<file path="config.mk">
export PLATFORM = sky130hd
export DESIGN_NAME = msw_cell
export DESIGN_NICKNAME = d
export VERILOG_FILES = /design/src/rtl/core/msw_pkg.sv /design/src/rtl/core/msw_cell.sv
export SDC_FILE = /design/constraint.sdc
export NUM_CORES = 1
export LEC_CHECK = 0
export ABC_CLOCK_PERIOD_IN_PS = 800
export BUFFER_PORTS_ARGS = -buffer_cell sky130_fd_sc_hd__buf_2
export CORE_MARGIN = 4
export CORE_UTILIZATION = 37
export DETAILED_ROUTE_END_ITERATION = 7
export PLACE_DENSITY = 0.74
export SYNTH_ARGS = -nofsm -noshare
export SYNTH_HDL_FRONTEND = slang
export SYNTH_SLANG_ARGS = --single-unit
export TNS_END_PERCENT = 20
</file>
<file path="constraint.sdc">
create_clock -name clk -period 0.8 [get_ports clk]
set_input_delay 0.08 -clock clk [delete_from_list [all_inputs] [get_ports clk]]
set_output_delay 0.08 -clock clk [all_outputs]
set_load 0.02 [all_outputs]
</file>
<file path="src/rtl/core/msw_pkg.sv">
// Shared constants, types and codes of the minimum-variance window search.
package msw_pkg;

    localparam int MAX_SAMPLES = 512;
    localparam int SMP_W       = 16;
    localparam int LEN_W       = 10;
    localparam int OUT_NUM_W   = 50;
    localparam int CNT_W       = $clog2(MAX_SAMPLES + 1);
    localparam int S_W         = SMP_W + CNT_W;
    localparam int SQ_W        = 2 * SMP_W + CNT_W;
    localparam int NUM_RAW_W   = CNT_W + SQ_W;
    localparam int NUM_W       = (NUM_RAW_W > OUT_NUM_W) ? NUM_RAW_W : OUT_NUM_W + 1;
    localparam int LSQ_W       = 2 * CNT_W;
    localparam int PROD_W      = NUM_W + LSQ_W;
    localparam int CMP_W       = (CNT_W > LEN_W) ? CNT_W : LEN_W;
    localparam int DRAIN_CYC   = 6;
    localparam int DRN_W       = $clog2(DRAIN_CYC + 1);

    typedef enum logic [1:0] {
        ST_LOAD,
        ST_SEARCH,
        ST_DRAIN,
        ST_OUT
    } state_t;

    typedef struct packed {
        logic             vld;
        logic             first;
        logic [SMP_W-1:0] x;
        logic [CNT_W-1:0] len;
    } win_item_t;

    typedef struct packed {
        logic             vld;
        logic [NUM_W-1:0] num;
        logic [CNT_W-1:0] len;
        logic [LSQ_W-1:0] lsq;
    } cand_t;

endpackage

</file>
<file path="src/rtl/core/msw_cell.sv">
// One sample cell of the circular storage chain.
module msw_cell (
    input  logic                      clk,
    input  logic                      shift,
    input  logic [msw_pkg::SMP_W-1:0] d,
    output logic [msw_pkg::SMP_W-1:0] q
);
    import msw_pkg::*;

    logic [SMP_W-1:0] q_reg;

    always_ff @(posedge clk)
    begin
        if (shift)
        begin
            q_reg <= d;
        end
    end

    assign q = q_reg;

endmodule

</file>
==> impl_results.md <==
* Tcrit/Tclk final at 116.7%
* FILL cells at 64
* Leak at 0.3959 nW
* Largest net degree at the start of global routing at 10
* Core Rows at 12
* Internal at 1.334 mW
* Synth Net Count at 34
* Multi-input gates at 0
* Critical Path Start Type: flip-flop
* Number of global-route vias before repair at 402
* N_diodes at 0
* Final setup viols at 16
* Core area at 1171 um2
* Yosys cell types at 1
* Peak supply drop at 1.173 mV
* Hold Crit Class: in2reg
* CP Buf/Inv Count at 1
* Critical Path AT at 0.85 ns
* DRC viols at 0
* Synth Instances at 16
* I/O Pins at 34
* Sw Ratio at 23.72%
* Crit end category: output pin
* CTS tree: done
* Cts bufs inserted at 3
* Slew @ Worst Pin at 0.1296 ns
* Outcome: complete, but fails checks
* CTS Root Buffer Type: clkbuf_4
* Global route overflow at 0
* Post-detailed-route count of antenna-violating nets at 0
* Req. time, crit path at 0.72 ns
* Die span in y at 44.04 um
* Sequential cell area fraction in the yosys report at 100.0%
* Final Hold Fails at 0
* Maxcap violations at 0
* Initial Utilization at 41.03%
* CTS clk-pin slew, worst paths at 0.09 ns
* First-pass GRT wire length at 1959 um
* DP Worst Slack at 0.1516 ns
* H-tree depth at 1
* Synth warn at 0
* CP max FO at 1
* Iteration-0 DRC Markers at 9
* Gpl congestion at 0.6128
* Die Wd at 44.04 um
* Hold_ws at 0.1830 ns
* Post-synthesis instance area at 480.5 um2
* Final Core Density at 78.10%
* Final nets at 90
* Max_slew headroom at 91.42%
* Sw power at 0.4150 mW
* Share of cells above drive strength 1 at 53.52%
* Avg WL per Cell at 15.02 um
* Combinational power share at 17.5%
* Area delta synth->final at 90.36%
* Avg Inst Size Synth at 30.03 um2
* PnR worst setup slack at -0.1339 ns
* Failing checks: setup timing
* Period minus WS final at 0.9339 ns
* Clk pwr share at 24.4%
* Area of the multi-input gates at 0 um2
* CP top delay family: flip-flops
* Peak Freq at 1071 MHz
* Die ar. at 1939 um2
* Largest register FFs at 16
* Yosys reg bits at 16
* CP Class: reg2out
* GRT Util Overall at 14.71%
* Max-slew violation count at 0
* # clock sinks at 16
* Crit path largest cell delay at 0.40 ns
* Initial antenna violation count at 0
* Critical-path cell list: buf_2
* Port Buffers at 33
* FF/Latch Area at 480.5 um2
* Seq pwr share at 58.0%
* RSZ-0062 raised after global routing: yes
* First-pass detailed-route iteration total at 4
* DR vias/cell at 4.271
* Setup TNS at -1.537 ns
* Vias at 363
* Power density cells at 1913 nW/um2
* CP max stage cell: edfxtp_1
* Clock buffer depth at 2
* Routed WL at 1277 um
timing repair:
item / in CTS / in global routing
hold buffers: 16 / 0
setup buffers: 0 / 0
hold endpoints to repair: 16 / 0
endpoints found under the setup margin: 16 / 16
gates resized for setup: 4 / 4
cell families after synthesis:
kind of cell	count (synthesis)	share of synthesized area [%]
DFF	16	100.0
synthesized netlist by cell type:
master	instances	area, um2
edfxtp_1	16	480.5
power by group through the flow:
stage                     sequential (mW)  clock (mW)  combinational [mW]
after floorplan                      1.12           0                   0
after global placement               1.03           0               0.222
after detailed placement             1.03           0               0.226
after CTS                            1.01       0.439               0.294
after global routing                 1.02       0.471               0.325
final                                1.02       0.427               0.307
placed cells by master, fill, tap and decap left out, drive strengths merged:
cell type    count
clkbuf           3
buf             35
clkinv           1
edfxtp          16
dlygate4sd3     16
area by class of cell:
class                 count  area share, %
tap                      14          1.915
clock buffer              3          2.462
clock inverter            1         0.4104
timing repair buffer     51          42.68
sequential               16          52.53
metal layers:
layer / part of all wire, % / track usage [%] / vias up
met1: 34 / 15.34 / 161
met5: 0 / 0 / -
met4: 2.5 / 5.422 / 0
li1: - / - / 176
met3: 8.5 / 3.659 / 4
met2: 55 / 27.91 / 22
metrics by stage:
step | cells | instance area, um2 | total power [mW]
after global placement | 65 | 703.2 | 1.248
after detailed placement | 65 | 703.2 | 1.255
after CTS | 85 | 902.1 | 1.746
final | 85 | 914.6 | 1.749
after floorplan | 16 | 480.5 | 1.119
after global routing | 85 | 914.6 | 1.817
path summary, 6_finish.rpt:
| check | start | end | slack [ns] | cells after the start |
|---|---|---|---|---|
| worst max-delay path | q[4] | q[4] | -0.13 | 1 |
| worst min-delay path | shift | q[11] | 0.18 | 2 |
Power figures use the tool's default switching activity.
