<file path="config.mk">
export PLATFORM = sky130hd
export DESIGN_NAME = msw_window
export DESIGN_NICKNAME = d
export VERILOG_FILES = /design/src/rtl/core/msw_pkg.sv /design/src/rtl/core/msw_window.sv
export SDC_FILE = /design/constraint.sdc
export NUM_CORES = 2
export LEC_CHECK = 0
export BUFFER_PORTS_ARGS = -buffer_cell sky130_fd_sc_hd__buf_2
export CAP_MARGIN = 20
export CORE_ASPECT_RATIO = 1.1
export CORE_MARGIN = 2
export CORE_UTILIZATION = 55
export CTS_CLUSTER_SIZE = 20
export DETAILED_ROUTE_END_ITERATION = 6
export PLACE_DENSITY = 0.71
export SYNTH_ARGS = -nofsm -noshare
export SYNTH_HDL_FRONTEND = slang
export SYNTH_SLANG_ARGS = --single-unit
</file>
<file path="constraint.sdc">
create_clock -name clk -period 17.19 [get_ports clk]
set_input_delay 0 -clock clk [delete_from_list [all_inputs] [get_ports clk]]
set_output_delay 0 -clock clk [all_outputs]
set_load 0.01 [all_outputs]
</file>
<file path="src/rtl/core/msw_pkg.sv">
// Shared constants, types and codes of the minimum-variance window search.
package msw_pkg;

    localparam int MAX_SAMPLES = 512;
    localparam int SMP_W       = 16;
    localparam int LEN_W       = 10;
    localparam int OUT_NUM_W   = 50;
    localparam int CNT_W       = $clog2(MAX_SAMPLES + 1);
    localparam int S_W         = SMP_W + CNT_W;
    localparam int SQ_W        = 2 * SMP_W + CNT_W;
    localparam int NUM_RAW_W   = CNT_W + SQ_W;
    localparam int NUM_W       = (NUM_RAW_W > OUT_NUM_W) ? NUM_RAW_W : OUT_NUM_W + 1;
    localparam int LSQ_W       = 2 * CNT_W;
    localparam int PROD_W      = NUM_W + LSQ_W;
    localparam int CMP_W       = (CNT_W > LEN_W) ? CNT_W : LEN_W;
    localparam int DRAIN_CYC   = 6;
    localparam int DRN_W       = $clog2(DRAIN_CYC + 1);

    typedef enum logic [1:0] {
        ST_LOAD,
        ST_SEARCH,
        ST_DRAIN,
        ST_OUT
    } state_t;

    typedef struct packed {
        logic             vld;
        logic             first;
        logic [SMP_W-1:0] x;
        logic [CNT_W-1:0] len;
    } win_item_t;

    typedef struct packed {
        logic             vld;
        logic [NUM_W-1:0] num;
        logic [CNT_W-1:0] len;
        logic [LSQ_W-1:0] lsq;
    } cand_t;

endpackage

</file>
<file path="src/rtl/core/msw_window.sv">
// Running sums and variance numerator pipeline for the window stream.
module msw_window (
    input  logic                      clk,
    input  logic                      rst_n,
    input  msw_pkg::win_item_t        item,
    input  logic [msw_pkg::CMP_W-1:0] k,
    output msw_pkg::cand_t            cand
);
    import msw_pkg::*;

    logic               vld1_reg, vld2_reg, vld3_reg, vld4_reg;
    logic               first1_reg;
    logic [SMP_W-1:0]   x1_reg;
    logic [2*SMP_W-1:0] xx1_reg;
    logic [CNT_W-1:0]   len1_reg, len2_reg, len3_reg, len4_reg;
    logic [S_W-1:0]     s_reg, s_next;
    logic [SQ_W-1:0]    sq_reg, sq_next;
    logic [NUM_RAW_W-1:0] p1_w;
    logic [2*S_W-1:0]   p2_w;
    logic [LSQ_W-1:0]   lsq_w;
    logic [NUM_W-1:0]   p1_reg;
    logic [2*S_W-1:0]   p2_reg;
    logic [LSQ_W-1:0]   lsq3_reg, lsq4_reg;
    logic [NUM_W-1:0]   num_reg;

    assign s_next  = first1_reg ? S_W'(x1_reg) : s_reg + S_W'(x1_reg);
    assign sq_next = first1_reg ? SQ_W'(xx1_reg) : sq_reg + SQ_W'(xx1_reg);
    assign p1_w    = len2_reg * sq_reg;
    assign p2_w    = s_reg * s_reg;
    assign lsq_w   = len2_reg * len2_reg;

    always_ff @(posedge clk or negedge rst_n)
    begin
        if (!rst_n)
        begin
            vld1_reg <= 1'b0;
            vld2_reg <= 1'b0;
            vld3_reg <= 1'b0;
            vld4_reg <= 1'b0;
        end
        else
        begin
            vld1_reg <= item.vld;
            vld2_reg <= vld1_reg && (CMP_W'(len1_reg) >= k);
            vld3_reg <= vld2_reg;
            vld4_reg <= vld3_reg;
        end
    end

    always_ff @(posedge clk)
    begin
        first1_reg <= item.first;
        x1_reg     <= item.x;
        xx1_reg    <= item.x * item.x;
        len1_reg   <= item.len;
        if (vld1_reg)
        begin
            s_reg  <= s_next;
            sq_reg <= sq_next;
        end
        len2_reg <= len1_reg;
        p1_reg   <= NUM_W'(p1_w);
        p2_reg   <= p2_w;
        lsq3_reg <= lsq_w;
        len3_reg <= len2_reg;
        num_reg  <= p1_reg - NUM_W'(p2_reg);
        lsq4_reg <= lsq3_reg;
        len4_reg <= len3_reg;
    end

    assign cand.vld = vld4_reg;
    assign cand.num = num_reg;
    assign cand.len = len4_reg;
    assign cand.lsq = lsq4_reg;

endmodule

</file>
==> summary.md <==
| Metric | Value |
|---|---|
| Synthesized area | `56100 µm²` |
| H-tree depth | `2` |
| Post-layout min period | `8380 ps` |
| Post-route ant nets | `0` |
| GRT Total Usage | `0.263` |
| Ratio of final minimum period to clock period | `0.487` |
| Max-Cap Viols | `0` |
| Status | `complete, but fails checks` |
| Layout area overhead | `6.32%` |
| Clock Tree Root | `clkbuf_16` |
| Worst setup SP type | `flop` |
| Top Ports | `123` |
| Most common cell after layout, fill and taps aside | `inv_1` |
| Worst reg-to-reg path cell count | `24` |
| Full die area | `roughly 100000 µm²` |
| R2R Path Start | `s_reg[3]$_DFFE_PP_` |
| Hold Path Origin | `item[1]` |
| DRC viols | `7` |
| Register area share after synthesis | `0.137` |
| Slew HR | `0.237` |
| Via-to-Cell Ratio | `5.39` |
| Endpoint, Worst Hold | `len1_reg[1]$_DFF_P_` |
| Fmax | `119 MHz` |
| GP Congestion | `a little over 0.9` |
| Core area | `101000 µm²` |
| Final Hold Viols | `0` |
| IO buf count | `between 100 and 150` |
| Hpwl dp | `around 110000 µm` |
| Register bit count reported by yosys | `350` |
| Worst slew pin tran | `1150 ps` |
| Yosys warnings | `0` |
| Synthesized instance count | `6085` |
| Starting DRT DRC Count | `~2400` |
| Row cnt | `between 100 and 150` |
| Fillers | `8739` |
| Initial core utilization | `0.556` |
| Vias in the first global route | `between 40000 and 50000` |
| Layout cell share with drive strength beyond 1 | `0.0501` |
| Worst-path clk slew | `about 60 ps` |
| Worst skew pair latency | `610 ps` |
| # Post-CTS Setup Buffers | `0` |
| Die width | `309 µm` |
| Hold depth | `2` |
| Main synth FF type | `dfxtp_1` |
| Critical path peak fanout | `21` |
| Synth async-reset ratio | `0.0114` |
| Die height | `~340 µm` |
| Library cells used by synthesis | `100` |
| Total negative setup slack | `0 ps` |
| Routed vias | `40400` |
| Avg Cell Area, Syn | `9.23 µm²` |
| Antenna violations before repair | `4` |
| Hold Path Class | `in2reg` |
| Clock Skew | `32.1 ps` |
| Failing checks | `DRC` |
| Post-Syn Nets | `7708` |
| Overflow after GRT | `0` |
| Number of synthesized flops with an enable pin | `68` |
| Final #Nets | `between 7000 and 8000` |
| Most frequent cells in the layout | `inv_1 (1381), fa_1 (1042), nand2_1 (639)` |
| Worst R2R End | `p2_reg[48]$_DFF_P_` |
| RSZ-0062 raised after global routing | `false` |
| First-pass GRT wire length | `220000 µm` |
| Kind of critical path | `reg2reg` |
| FF-to-FF setup slack | `8810 ps` |
| Largest net degree at the start of global routing | `95` |
| Num CTS Buffers | `45` |
| Num Clock Sinks | `350` |
| CTS tree | `yes` |
| Final wirelength | `132000 µm` |
| Endpoints failing setup | `0` |
| Drt first pass iters | `7` |
| Crit path DAT | `8890 ps` |
| Slew Limit Fails | `0` |
| Worst Path Required | `17700 ps` |
| Critical Path End Type | `flop` |
| CTS max path bufs | `3` |
| Avg WL per Cell | `around 18 µm` |
[cells by family (layout without fill, tap and decap cells)]
kind of cell / Yosys count / after routing / synth area share
AO/OA/AOI/OAI: 759 / 759 / 0.0876
XOR/XNOR: 265 / 265 / 0.0413
adder cells (fa/ha/maj): 1583 / 1583 / 0.492
buffers and inverters: 1620 / 1658 / 0.110
flip-flops: 350 / 350 / 0.137
multiplexers: 8 / 8 / 0.00156
other: 1 / 3 / 0.0000668
AND/OR/NAND/NOR: 1499 / 1499 / 0.130
[how the worst max path moves through the flow]
stage,from,end
final,s_reg[3]$_DFFE_PP_,p2_reg[48]$_DFF_P_
after global routing,s_reg[3]$_DFFE_PP_,p2_reg[48]$_DFF_P_
after CTS,s_reg[3]$_DFFE_PP_,p2_reg[48]$_DFF_P_
after detailed placement,s_reg[3]$_DFFE_PP_,p2_reg[48]$_DFF_P_
after global placement,s_reg[3]$_DFFE_PP_,p2_reg[48]$_DFF_P_
after floorplan,s_reg[17]$_SDFFCE_PP0P_,p2_reg[48]$_DFF_P_
[synthesized netlist by cell type, types with 4 or more instances]
cell / count / area, µm²
o21ai_0: 149 / 746
or2_2: 8 / 50.1
nand4_1: 51 / 319
a31oi_1: 21 / 131
inv_1: 1381 / 5180
o211ai_1: 18 / 135
a21oi_2: 12 / 105
or3_1: 14 / 87.6
a21boi_0: 7 / 52.6
a21oi_1: 232 / 1160
buf_1: 8 / 30.0
edfxtp_1: 68 / 2040
o21a_1: 23 / 173
dfrtp_1: 4 / 100
buf_2: 10 / 50.1
a21o_1: 139 / 1040
a211o_1: 4 / 35.0
a211oi_1: 22 / 165
fa_1: 1042 / 20900
ha_1: 541 / 6770
xor2_1: 92 / 806
xnor2_1: 173 / 1520
dfxtp_1: 278 / 5570
clkbuf_1: 209 / 785
nand2_1: 639 / 2400
nand2b_1: 18 / 113
o21bai_1: 36 / 270
and3_1: 34 / 213
nor2_1: 180 / 676
a311oi_2: 4 / 60.1
mux2_2: 6 / 67.6
buf_4: 5 / 37.5
nand3_1: 41 / 205
o21ai_2: 6 / 52.6
nor4_1: 7 / 43.8
o31a_1: 4 / 35.0
nor3_1: 28 / 140
nor2b_1: 47 / 294
o31ai_1: 8 / 60.1
nand3b_1: 4 / 30.0
and4_1: 11 / 96.3
and2_1: 395 / 2470
o21ai_1: 24 / 120
[worst max-delay path, stage by stage (launching register included)]
cell and delay (ps):
edfxtp_1 1110, clkinv_1 600, nor2_1 430, fa_1 520, fa_1 520, fa_1 540, inv_1 50, fa_1 490
inv_1 50, fa_1 430, fa_1 520, inv_1 50, fa_1 480, inv_1 40, ha_1 340, a21o_1 210
a21o_1 180, a21o_1 210, nor4_2 290, a21oi_2 150, o211ai_2 210, nand2_1 130, a21o_2 270, mux2i_1 130
a2111oi_2 320
[layout make-up]
| type | count | area (µm²) | share of cell area |
|---|---|---|---|
| Sequential cell | 350 | 7720 | 0.129 |
| Inverter | 1384 | 5190 | 0.0870 |
| Timing Repair Buffer | 193 | 1240 | 0.0208 |
| Tap cell | 1364 | 1710 | 0.0286 |
| Multi-Input combinational cell | 4115 | 42300 | 0.708 |
| Clock buffer | 60 | 1320 | 0.0221 |
| Clock inverter | 21 | 223 | 0.00373 |
| Antenna cell | 2 | 5.00 | 0.0000839 |
[routing by layer]
layer | up-vias | global-route usage | part of all wire | wire (µm)
met5 | - | 0 | 0 | 0
met4 | 0 | 0.0777 | 0.029 | 3880
met3 | 221 | 0.0325 | 0.060 | 7830
met2 | 1168 | 0.448 | 0.49 | 64600
met1 | 20400 | 0.351 | 0.42 | 55300
li1 | 18600 | - | - | -
[metrics by stage]
stage / hold WS, ps / utilization / instances / worst slack (ps) / instance area, µm²
after CTS: 0.138 / 0.591 / 7487 / 8910 / 59700
after global routing: 34.7 / 0.591 / 7487 / 8470 / 59700
after floorplan: -296 / - / 6085 / 10200 / 56100
after global placement: -197 / 0.573 / 7369 / 9080 / 57800
after detailed placement: -194 / 0.573 / 7369 / 8940 / 57800
final: 38.9 / 0.592 / 7489 / 8810 / 59700
[repair_timing]
item | in CTS | in global routing
resized for setup | 0 | 0
hold buffers | 37 | 0
hold endpoints to repair | 35 | 0
Power is not shown: default switching activity piles up to over one toggle a cycle in this logic, so the estimate is an artifact.
